--- config.mk ---
export PLATFORM = sky130hd
export DESIGN_NAME = http_chunked_body_decoder_flat
export DESIGN_NICKNAME = d
export VERILOG_FILES = /design/src/rtl/hcbd_pkg.sv /design/src/rtl/hcbd_stream_if.sv /design/src/rtl/http_chunked_body_decoder.sv /design/src/flat_wrapper.sv
export VERILOG_INCLUDE_DIRS = /design/src /design/src/rtl
export SDC_FILE = /design/constraint.sdc
export NUM_CORES = 1
export LEC_CHECK = 0
export BUFFER_PORTS_ARGS = -buffer_cell sky130_fd_sc_hd__buf_2
export CAP_MARGIN = 20
export CORE_MARGIN = 3
export CORE_UTILIZATION = 50
export DETAILED_ROUTE_END_ITERATION = 12
export PLACE_DENSITY = 0.74
export SYNTH_ARGS = -nofsm -noshare
export SYNTH_HDL_FRONTEND = slang
export SYNTH_SLANG_ARGS = --single-unit
--- constraint.sdc ---
create_clock -name clk -period 5.95 [get_ports clk]
set_input_delay 0.8925 -clock clk [delete_from_list [all_inputs] [get_ports clk]]
set_output_delay 0.8925 -clock clk [all_outputs]
set_load 0.005 [all_outputs]
--- src/rtl/http_chunked_body_decoder_defines.svh ---
// assertion macros for the chunked body decoder
`ifndef HTTP_CHUNKED_BODY_DECODER_DEFINES_SVH
`define HTTP_CHUNKED_BODY_DECODER_DEFINES_SVH

// same-cycle implication, disabled during reset
`define HCBD_ASSERT_IMPL(lbl, clk, rst, ante, cons) \
  lbl: assert property (@(posedge clk) disable iff (rst) (ante) |-> (cons)) \
    else $error("hcbd assertion failed");

// next-cycle implication, disabled during reset
`define HCBD_ASSERT_NEXT(lbl, clk, rst, ante, cons) \
  lbl: assert property (@(posedge clk) disable iff (rst) (ante) |=> (cons)) \
    else $error("hcbd assertion failed");

`endif

--- src/rtl/hcbd_pkg.sv ---
// types, character constants and hex decode for the chunked body decoder
package hcbd_pkg;

  localparam logic [7:0] CH_CR = 8'h0d;
  localparam logic [7:0] CH_LF = 8'h0a;
  localparam logic [7:0] CH_SP = 8'h20;

  typedef struct packed {
    logic [7:0] in_byte;
    logic       in_last;
  } in_item_t;

  typedef struct packed {
    logic [7:0] out_byte;
    logic       out_last;
    logic       size_saturated;
  } out_item_t;

  typedef struct packed {
    logic       valid;
    logic [3:0] value;
  } hex_digit_t;

  function automatic hex_digit_t hex_decode(input logic [7:0] b);
    hex_digit_t h;
    h.valid = 1'b0;
    h.value = 4'd0;
    if (b >= 8'h30 && b <= 8'h39) begin
      h.valid = 1'b1;
      h.value = 4'(b - 8'h30);
    end else if (b >= 8'h61 && b <= 8'h66) begin
      h.valid = 1'b1;
      h.value = 4'(b - 8'h57);
    end else if (b >= 8'h41 && b <= 8'h46) begin
      h.valid = 1'b1;
      h.value = 4'(b - 8'h37);
    end
    return h;
  endfunction

endpackage

--- src/rtl/hcbd_stream_if.sv ---
// valid/ready stream channel carrying one item of type T
interface hcbd_stream_if #(parameter type T = logic);
  logic valid;
  logic ready;
  T     data;

  modport source (output valid, output data, input ready);
  modport sink (input valid, input data, output ready);
endinterface

--- src/rtl/http_chunked_body_decoder.sv ---
// chunked transfer body decoder: header pass-through, chunk framing removal
//
// rx carries one request byte per item with in_last on the final byte.
// tx carries decoded bytes: the header through its blank line, then the
// chunk data bytes, then a CR LF CR LF terminator whose last byte has
// out_last set. size_saturated reports a chunk size clamped to SIZE_BITS.
// each rx item is held in a two-entry input stage (main plus skid), parsed
// combinationally and its results written to a result group register.
// an accepted rx item passes the main entry, then the group register, to tx.
// throughput: one rx item per cycle while each item gives at most one
// result and tx is ready; an item that ends the message gives up to five
// results, one per cycle as tx takes them; the input stage waits for the last.
// rx.ready comes straight from the skid register, so a stalled tx fills
// the group register, then the main and skid entries, then drops ready.
// reset clears the parser to header scanning and empties all stages.
module http_chunked_body_decoder
  import hcbd_pkg::*;
#(
  parameter int SIZE_BITS = 32
) (
  input  logic                   clk,
  input  logic                   rst,
  hcbd_stream_if.sink            rx,
  hcbd_stream_if.source          tx
);

  `include "http_chunked_body_decoder_defines.svh"

  localparam logic [2:0] PH_HEADER = 3'd0;
  localparam logic [2:0] PH_SIZE   = 3'd1;
  localparam logic [2:0] PH_EXT    = 3'd2;
  localparam logic [2:0] PH_DATA   = 3'd3;
  localparam logic [2:0] PH_SKIP   = 3'd4;
  localparam logic [2:0] PH_DONE   = 3'd5;

  localparam logic [2:0] POS_BYTE  = 3'd0;
  localparam logic [2:0] POS_CR1   = 3'd1;
  localparam logic [2:0] POS_LF1   = 3'd2;
  localparam logic [2:0] POS_CR2   = 3'd3;
  localparam logic [2:0] POS_LF2   = 3'd4;

  // input stage
  logic     a_valid, s_valid;
  in_item_t a_item, s_item;

  // parser state
  logic [2:0]           phase, phase_next;
  logic [1:0]           tmatch, tmatch_next;
  logic [SIZE_BITS-1:0] acc, acc_next;
  logic                 seen, seen_next;
  logic [SIZE_BITS-1:0] rem, rem_next;
  logic [1:0]           skip, skip_next;
  logic                 sat, sat_next;

  // result group
  logic       g_valid;
  logic       g_has;
  logic       g_term;
  logic       g_sat;
  logic [7:0] g_byte;
  logic [2:0] pos;

  logic       has_byte, term, sat_upd;
  hex_digit_t hv;
  logic       rx_fire, tx_fire, g_final, g_free, take;
  logic [7:0] b;

  assign b       = a_item.in_byte;
  assign hv      = hex_decode(b);
  assign rx.ready = ~s_valid;
  assign rx_fire = rx.valid & rx.ready;
  assign tx_fire = tx.valid & tx.ready;
  assign g_final = (pos == POS_LF2) || (pos == POS_BYTE && !g_term);
  assign g_free  = !g_valid || (tx.ready && g_final);
  assign take    = a_valid && (g_free || !(has_byte || term));

  always_comb begin
    phase_next  = phase;
    tmatch_next = tmatch;
    acc_next    = acc;
    seen_next   = seen;
    rem_next    = rem;
    skip_next   = skip;
    sat_upd     = sat;
    has_byte    = 1'b0;
    term        = 1'b0;
    unique case (phase)
      PH_HEADER: begin
        has_byte = 1'b1;
        if (tmatch == 2'd3 && b == CH_LF) begin
          tmatch_next = 2'd0;
          phase_next  = PH_SIZE;
          acc_next    = '0;
          seen_next   = 1'b0;
        end else if (b == CH_CR) begin
          tmatch_next = (tmatch == 2'd2) ? 2'd3 : 2'd1;
        end else if (b == CH_LF && tmatch == 2'd1) begin
          tmatch_next = 2'd2;
        end else begin
          tmatch_next = 2'd0;
        end
      end
      PH_SIZE: begin
        if (hv.valid) begin
          if (acc[SIZE_BITS-1 -: 4] != 4'd0) begin
            acc_next = '1;
            sat_upd  = 1'b1;
          end else begin
            acc_next = {acc[SIZE_BITS-5:0], hv.value};
          end
          seen_next = 1'b1;
        end else if (b == CH_SP && !seen) begin
          phase_next = PH_SIZE;
        end else if (acc == '0) begin
          term       = 1'b1;
          phase_next = PH_DONE;
        end else begin
          rem_next   = acc;
          phase_next = (b == CH_LF) ? PH_DATA : PH_EXT;
        end
      end
      PH_EXT: begin
        if (b == CH_LF) begin
          phase_next = PH_DATA;
        end
      end
      PH_DATA: begin
        has_byte = 1'b1;
        rem_next = rem - SIZE_BITS'(1);
        if (rem == SIZE_BITS'(1)) begin
          phase_next = PH_SKIP;
          skip_next  = 2'd2;
        end
      end
      PH_SKIP: begin
        skip_next = skip - 2'd1;
        if (skip == 2'd1) begin
          phase_next = PH_SIZE;
          acc_next   = '0;
          seen_next  = 1'b0;
        end
      end
      PH_DONE: begin
        phase_next = PH_DONE;
      end
      default: begin
        phase_next = PH_HEADER;
      end
    endcase
    sat_next = sat_upd;
    if (a_item.in_last) begin
      term        = term || (phase != PH_DONE);
      phase_next  = PH_HEADER;
      tmatch_next = 2'd0;
      acc_next    = '0;
      seen_next   = 1'b0;
      rem_next    = '0;
      skip_next   = 2'd0;
      sat_next    = 1'b0;
    end
  end

  // input stage with skid entry
  always_ff @(posedge clk) begin
    if (rst) begin
      a_valid <= 1'b0;
      s_valid <= 1'b0;
    end else if (take) begin
      if (s_valid) begin
        a_item  <= s_item;
        s_valid <= 1'b0;
      end else if (rx_fire) begin
        a_item  <= rx.data;
      end else begin
        a_valid <= 1'b0;
      end
    end else if (rx_fire) begin
      if (!a_valid) begin
        a_item  <= rx.data;
        a_valid <= 1'b1;
      end else begin
        s_item  <= rx.data;
        s_valid <= 1'b1;
      end
    end
  end

  // parser state
  always_ff @(posedge clk) begin
    if (rst) begin
      phase  <= PH_HEADER;
      tmatch <= 2'd0;
      acc    <= '0;
      seen   <= 1'b0;
      rem    <= '0;
      skip   <= 2'd0;
      sat    <= 1'b0;
    end else if (take) begin
      phase  <= phase_next;
      tmatch <= tmatch_next;
      acc    <= acc_next;
      seen   <= seen_next;
      rem    <= rem_next;
      skip   <= skip_next;
      sat    <= sat_next;
    end
  end

  // result group and output sequencing
  always_ff @(posedge clk) begin
    if (rst) begin
      g_valid <= 1'b0;
      pos     <= POS_BYTE;
    end else if (take && (has_byte || term)) begin
      g_valid <= 1'b1;
      g_has   <= has_byte;
      g_term  <= term;
      g_sat   <= sat_upd;
      g_byte  <= b;
      pos     <= has_byte ? POS_BYTE : POS_CR1;
    end else if (tx_fire) begin
      if (g_final) begin
        g_valid <= 1'b0;
      end else begin
        pos <= pos + 3'd1;
      end
    end
  end

  assign tx.valid = g_valid;

  always_comb begin
    tx.data.size_saturated = g_sat;
    tx.data.out_last       = (pos == POS_LF2);
    unique case (pos)
      POS_BYTE: tx.data.out_byte = g_byte;
      POS_CR1:  tx.data.out_byte = CH_CR;
      POS_LF1:  tx.data.out_byte = CH_LF;
      POS_CR2:  tx.data.out_byte = CH_CR;
      POS_LF2:  tx.data.out_byte = CH_LF;
      default:  tx.data.out_byte = CH_LF;
    endcase
  end

  `HCBD_ASSERT_IMPL(a_skid_implies_main, clk, rst, s_valid, a_valid)
  `HCBD_ASSERT_IMPL(a_data_has_bytes, clk, rst, phase == PH_DATA, rem != '0)
  `HCBD_ASSERT_IMPL(a_skip_nonzero, clk, rst, phase == PH_SKIP, skip != 2'd0)
  `HCBD_ASSERT_IMPL(a_group_byte_pos, clk, rst, g_valid && pos == POS_BYTE, g_has)
  `HCBD_ASSERT_NEXT(a_last_empties, clk, rst,
    tx_fire && tx.data.out_last && !(take && (has_byte || term)), !g_valid)

endmodule

--- src/flat_wrapper.sv ---
// flat-port wrapper written by rule: the top's interface ports become plain ports
module http_chunked_body_decoder_flat import hcbd_pkg::*;
#(
  parameter int SIZE_BITS = 32
)
  (clk, rst, rx_valid, rx_data, rx_ready, tx_valid, tx_data, tx_ready);
  hcbd_stream_if #(.T(in_item_t)) rx_i ();
  hcbd_stream_if #(.T(out_item_t)) tx_i ();
  input  logic clk;
  input  logic rst;
  input wire logic [$bits(rx_i.valid)-1:0] rx_valid;
  input wire logic [$bits(rx_i.data)-1:0] rx_data;
  output wire logic [$bits(rx_i.ready)-1:0] rx_ready;
  output wire logic [$bits(tx_i.valid)-1:0] tx_valid;
  output wire logic [$bits(tx_i.data)-1:0] tx_data;
  input wire logic [$bits(tx_i.ready)-1:0] tx_ready;
  assign rx_i.valid = rx_valid;
  assign rx_i.data = rx_data;
  assign rx_ready = rx_i.ready;
  assign tx_valid = tx_i.valid;
  assign tx_data = tx_i.data;
  assign tx_i.ready = tx_ready;
  http_chunked_body_decoder #(.SIZE_BITS(SIZE_BITS)) u_core (.clk(clk), .rst(rst), .rx(rx_i), .tx(tx_i));
endmodule
Word level (Yosys, flattened, before mapping)

Index checks and enable logic that the tools add are counted.

Add/subtract/negate cells: 6
Order comparisons: 6
Equal/unequal tests: 29
Mux-type cells: 65
Bitwise gates (word level): 5
Reductions and logical operators: 46

Operator list:

| kind                                                              | count |
|---|---|
| two-way mux 32 bit                                                | 9 |
| one-hot mux 32 bit (3 select lines)                               | 1 |
| one-hot mux 32 bit (2 select lines)                               | 1 |
| two-way mux 9 bit                                                 | 5 |
| two-way mux 3 bit                                                 | 11 |
| == test 32 x 1 -> 1 bit, second input constant                    | 1 |
| zero test 32 bit                                                  | 1 |
| subtractor 32 x 1 -> 32 bit, second input constant                | 1 |
| two-way mux 1 bit                                                 | 23 |
| one-hot mux 3 bit (6 select lines)                                | 1 |
| == test 8 x 4 -> 1 bit, second input constant                     | 2 |
| greater-or-equal comparator 8 x 7 -> 1 bit, second input constant | 2 |
| less-or-equal comparator 8 x 7 -> 1 bit, second input constant    | 2 |
| two-way mux 2 bit                                                 | 8 |
| one-hot mux 8 bit (2 select lines)                                | 1 |
| two-way mux 5 bit                                                 | 3 |
| inequality test 3 x 1 -> 1 bit, second input constant             | 5 |
| logical AND 1 bit                                                 | 10 |
| AND reduction 2 bit                                               | 5 |
| AND reduction 5 bit                                               | 2 |
| nonzero test 2 bit                                                | 5 |
| == test 3 x 2 -> 1 bit, second input constant                     | 3 |
| == test 3 bit, second input constant                              | 3 |
| inequality test 3 x 2 -> 1 bit, second input constant             | 3 |
| 25 further kinds                                                  | 49 |

Bits in registers: 107
Bits of input ports: 13
Output and inout bits: 12

Depth between registers and ports, before layout

Depth after elaboration: 16
Mapped depth: 10
Gate-level depth less buffers: 8

Worst setup path before layout

Ideal clock, no wire load.

Path type: register to register
From: reg u_core.acc[31]
To: reg u_core.s_item[0] (netlist bit) (enable)
Setup time: 0.387 ns
Arrival: 2.864 ns
Required time: 5.563 ns
Path slack: 2.699 ns
Stages on the path, launching flop included: 8
Buffers on the path: 2
Clock period less this slack: 3.251 ns
Cell sequence: dfxtp_1 -> or4_1 -> clkbuf_1 -> or4_1 -> buf_2 -> o32ai_1 -> nand3_1 -> nor3_1

Word-level cells in the longest chain between the ends: 13

RTL lines:

| item                                     | RTL line                         | RTL |
|---|---|---|
| start, declared                          | http_chunked_body_decoder.sv:49  | `logic [SIZE_BITS-1:0] acc, acc_next;` |
| start signal, assigned                   | http_chunked_body_decoder.sv:201 | `acc <= acc_next;` |
| zero test 32 bit (*)                     | http_chunked_body_decoder.sv:114 | `end else if (acc == '0) begin` |
| two-way mux 1 bit (*)                    | http_chunked_body_decoder.sv:114 |  |
| two-way mux 1 bit (*)                    | http_chunked_body_decoder.sv:112 | `end else if (b == CH_SP && !seen) begin` |
| two-way mux 1 bit (*)                    | http_chunked_body_decoder.sv:104 | `if (hv.valid) begin` |
| two-way mux 1 bit (*)                    | http_chunked_body_decoder.sv:87  | `unique case (phase)` |
| logical OR 1 bit                         | http_chunked_body_decoder.sv:152 | `term = term \|\| (phase != PH_DONE);` |
| two-way mux 1 bit (*)                    | http_chunked_body_decoder.sv:151 | `if (a_item.in_last) begin` |
| logical OR 1 bit (*)                     | http_chunked_body_decoder.sv:75  | `assign take = a_valid && (g_free \|\| !(has_byte \|\| term));` |
| zero test 1 bit (*)                      | http_chunked_body_decoder.sv:75  |  |
| logical OR 1 bit (*)                     | http_chunked_body_decoder.sv:75  |  |
| logical AND 1 bit (*)                    | http_chunked_body_decoder.sv:75  |  |
| inverter 1 bit (no source line) (*)      | n/a                              |  |
| AND reduction 4 bit (no source line) (*) | n/a                              |  |
| end signal, assigned                     | http_chunked_body_decoder.sv:182 | `s_item <= rx.data;` |
| end, declared                            | http_chunked_body_decoder.sv:44  | `in_item_t a_item, s_item;` |

Every way passes the cells marked *; elsewhere a longest branch is shown, timed or not.
A chain may end at the register's enable or synchronous reset.

Final worst setup path

From: reg u_core.acc[31]
To: reg u_core.g_byte[2] (enable)

Word-level cells in the longest chain between the ends: 13

RTL lines:

| item                                     | RTL line                                                          | RTL |
|---|---|---|
| zero test 32 bit (*)                     | http_chunked_body_decoder.sv:114                                  |  |
| two-way mux 1 bit (*)                    | http_chunked_body_decoder.sv:114                                  |  |
| two-way mux 1 bit (*)                    | http_chunked_body_decoder.sv:112                                  |  |
| two-way mux 1 bit (*)                    | http_chunked_body_decoder.sv:104                                  |  |
| two-way mux 1 bit (*)                    | http_chunked_body_decoder.sv:87                                   |  |
| logical OR 1 bit                         | http_chunked_body_decoder.sv:152                                  |  |
| two-way mux 1 bit (*)                    | http_chunked_body_decoder.sv:151                                  |  |
| logical OR 1 bit (*)                     | http_chunked_body_decoder.sv:75, http_chunked_body_decoder.sv:214 |  |
| zero test 1 bit                          | http_chunked_body_decoder.sv:75                                   |  |
| logical OR 1 bit                         | http_chunked_body_decoder.sv:75                                   |  |
| logical AND 1 bit                        | http_chunked_body_decoder.sv:75                                   |  |
| logical AND 1 bit (*)                    | http_chunked_body_decoder.sv:214                                  | `end else if (take && (has_byte \|\| term)) begin` |
| AND reduction 2 bit (no source line) (*) | n/a                                                               |  |
| end signal, assigned                     | http_chunked_body_decoder.sv:219                                  | `g_byte <= b;` |
| end, declared                            | http_chunked_body_decoder.sv:60                                   | `logic [7:0] g_byte;` |

Marked as above.

==> results.md <==
- Status: finished, final reports clean
- Maximum clock frequency: 282 MHz
- FF+latch count, synth: 107
- Num ports: 25
- Iteration-0 DRC Markers: 602
- Reg power frac: 52.5%
- Core Area: 0.0111 sq mm
- Max-Cap Viols: 0
- Total track usage: 23.9%
- Internal power: 1.10 mW
- Post-synthesis sequential area ratio: 41.8%
- Logic pwr share: 7.0%
- Setup TNS: 0 ps
- Grt met2 use: 38.5%
- GRT met1 Usage: 32.9%
- Post-route cell area: 0.00625 sq mm
- Tot Pwr: 1.45 mW
- Max VDD drop: 139 uV
- Switching pwr: 0.356 mW
- Avg WL per Cell: 19.2 um
- Layout fillers: 990
- H-tree depth: 3
- Netlist Area Pre-Place: 0.00580 sq mm
- Cell Pwr Density: 233 mW/mm^2
- Cell variety after synth: 64
- Placed cell area: 0.00596 sq mm
- Reg2reg setup slack: 2410 ps
- Worst endpoint required time: 5930 ps
- Crit path arrival time: 3520 ps
- Area of the die: 0.0129 sq mm
- Period utilization: 59.5%
- Largest net degree at the start of global routing: 49
- Hold path cells: 2
- Initial core utilization: 52.3%
- Top_reg_cell synth: dfxtp_1
- Final #Nets: 654
- GRT met3 Usage: 3.77%
- Reg-to-Reg Start: u_core.acc[31]
- CTS tree: built
- Clock Skew: 13.6 ps
- Worst-Margin Slew: 1030 ps
- Total gr overflow: 0
- Routability cong.: 0.860
- Synth warn: 0
- Via count: 5,067
- Reg area: 0.00242 sq mm
- Post-CTS setup buffers: 0
- Die Y: 114 um
- Max-slew violations: 0
- CTS Sinks: 107
- Post-Synthesis Net Count: 651
- Switching part of the total power: 24.4%
- Clk pwr share: 40.5%
- Post-synth EDFFs: 28
- Worst setup EP type: register
- Cells after synthesis: 627
- RSZ-0062 raised after global routing: false
- Leak: 2.16 nW
- Final WL: 14.9 mm
- RR Endpoint: u_core.g_byte[2]
- Area delta synth->final: 7.86%
- Worst-path cell chain: or4_1 -> buf_4 -> or4_1 -> o32ai_1 -> nand2_1 -> nor2_1
- CP Buf/Inv Count: 1
- Final setup fails: 0
- DR vias/cell: 6.54
- Hold Path Class: register to register
- Final ANT Viol Nets: 0
- First-pass GRT wire length: 25.0 mm
- Root buf cell: clkbuf_16
- HPWL after detailed placement: 10.1 mm
- Leading cell types in the layout, fill and taps excluded: 79 x dfxtp_1, 61 x nor2_1, 43 x a21oi_1, 37 x inv_1, 34 x nand2_1
- Crit-path leading delay family: simple AND/OR/NAND/NOR gates
- Startpoint Class: register
- Syn avg cell area: 9.25 sq um
- Most used cell, CP: or4_1
- DRC Markers: 0
- Row count: 38
- Critical path type: register to register
- Clock slew at reported path FFs: 80 ps
- Layout cell share with drive strength beyond 1: 14.3%
- Critical path fanouts, max: 34
- Minimum clock period: 3540 ps
- DRT Pass-1 Iters: 5
- Area of the multi-input gates: 0.00300 sq mm
- Initial antenna violation count: 0
- Post-CTS Hold Buffers: 0
- Die width: 114 um
- Port Buffer Count: 24
- CTS-repair resized insts: 0
- Vias in the first global route: 4,957
- Gr busiest metal: met2
- Hold Startpoint: u_core.sat
- N_diodes: 0
- Worst path max stage delay: 690 ps
- Clock tree buffer depth: 2
- Hold EP: u_core.sat
- Slowest CP cell: or4_1
- TritonCTS buffer count: 9
- Asr flop ratio synth: 0%
- Worst setup path start: u_core.acc[31]
- Relative slew margins: 30.6%
- Worst Reg-to-Reg Cells: 6
- Clock Latency Late Sink: 350 ps
- Fin. Hold Viols: 0
- Commonest non-fill, non-tap cell in the layout: dfxtp_1
## cell families after synthesis
group	synth area share (%)
AO/OA/AOI/OAI	28.0
XOR/XNOR	0.604
adder cells (fa/ha/maj)	2.37
buffers and inverters	6.41
flip-flops	41.8
multiplexers	3.02
AND/OR/NAND/NOR	17.8
## cell usage after synthesis, drive strengths merged, types with 7 or more instances
cell type	instances	area share, %
dfxtp	79	27
nor2	61	3.9
a21oi	45	4.0
inv	37	2.4
nand2	35	2.4
o2bb2ai	32	4.8
clkbuf	31	2.0
edfxtp	28	15
o32ai	27	6.3
nor3	23	2.0
nand3	22	1.9
nor4	21	2.3
a211oi	19	2.5
buf	14	1.9
o21ai	14	1.2
mux2	12	2.3
and3	11	1.2
ha	11	2.4
a221oi	10	1.5
nand4	9	0.97
o31ai	8	1.3
nor2b	7	0.76
## power by group through the flow
| stage | registers, mW | clock network, mW | logic [mW] |
|---|---|---|---|
| 3_5_place_dp | 0.780 | 0 | 0.101 |
| 4_1_cts | 0.763 | 0.598 | 0.101 |
| 3_3_place_gp | 0.779 | 0 | 0.0983 |
| 6_report | 0.763 | 0.589 | 0.102 |
| 2_1_floorplan | 0.776 | 0 | 0.0746 |
| 5_1_grt | 0.764 | 0.628 | 0.112 |
## through the flow
| stage | utilization [%] | hold slack [ps] | instances | setup slack, ps |
|---|---|---|---|---|
| after floorplan | - | 432 | 627 | 2700 |
| after global placement | 53.8 | 456 | 758 | 2090 |
| after detailed placement | 53.8 | 469 | 759 | 2460 |
| after CTS | 56.4 | 478 | 775 | 2430 |
| after global routing | 56.4 | 500 | 775 | 2180 |
| final | 56.4 | 472 | 775 | 2410 |
## state kept, by name, summed over array words and instances (netlist names), 2 cells and up
name,count
u_core.acc,32
u_core.b,8
u_core.g_byte,8
u_core.phase,3
u_core.pos,3
u_core.rem,32
u_core.s_item,9
u_core.skip,2
u_core.tmatch,2
## how the worst max path moves through the flow
stage                                   to  slack (ps)  cells after the start
final                     u_core.g_byte[2]        2410                      6
after CTS                 u_core.g_byte[2]        2430                      6
after global routing      u_core.g_byte[2]        2180                      6
after global placement    u_core.s_item[0]        2090                      6
after floorplan           u_core.s_item[0]        2700                      7
after detailed placement  u_core.g_byte[2]        2460                      6
## routing by layer
| metal | vias up | wire length [um] | part of all wire (%) |
|---|---|---|---|
| li1 | 2405 | - | - |
| met1 | 2440 | 6530 | 44 |
| met2 | 197 | 7050 | 47 |
| met3 | 25 | 1030 | 6.9 |
| met4 | 0 | 244 | 1.6 |
| met5 | - | 0 | 0 |
## worst reg2reg max path: stages (launching register included)
cell and delay (ps):
dfxtp_1 330, or4_1 520, buf_4 250, or4_1 690
o32ai_1 560, nand2_1 170, nor2_1 630
## area by class of cell
type | instances | share of cell area (%)
multi-input combinational | 436 | 48.0
sequential | 107 | 38.7
clock buffer | 9 | 3.60
timing repair buffer | 37 | 3.44
tap | 140 | 2.80
inverter | 39 | 2.34
clock inverter | 7 | 1.04
Power figures use the tool's default switching activity.
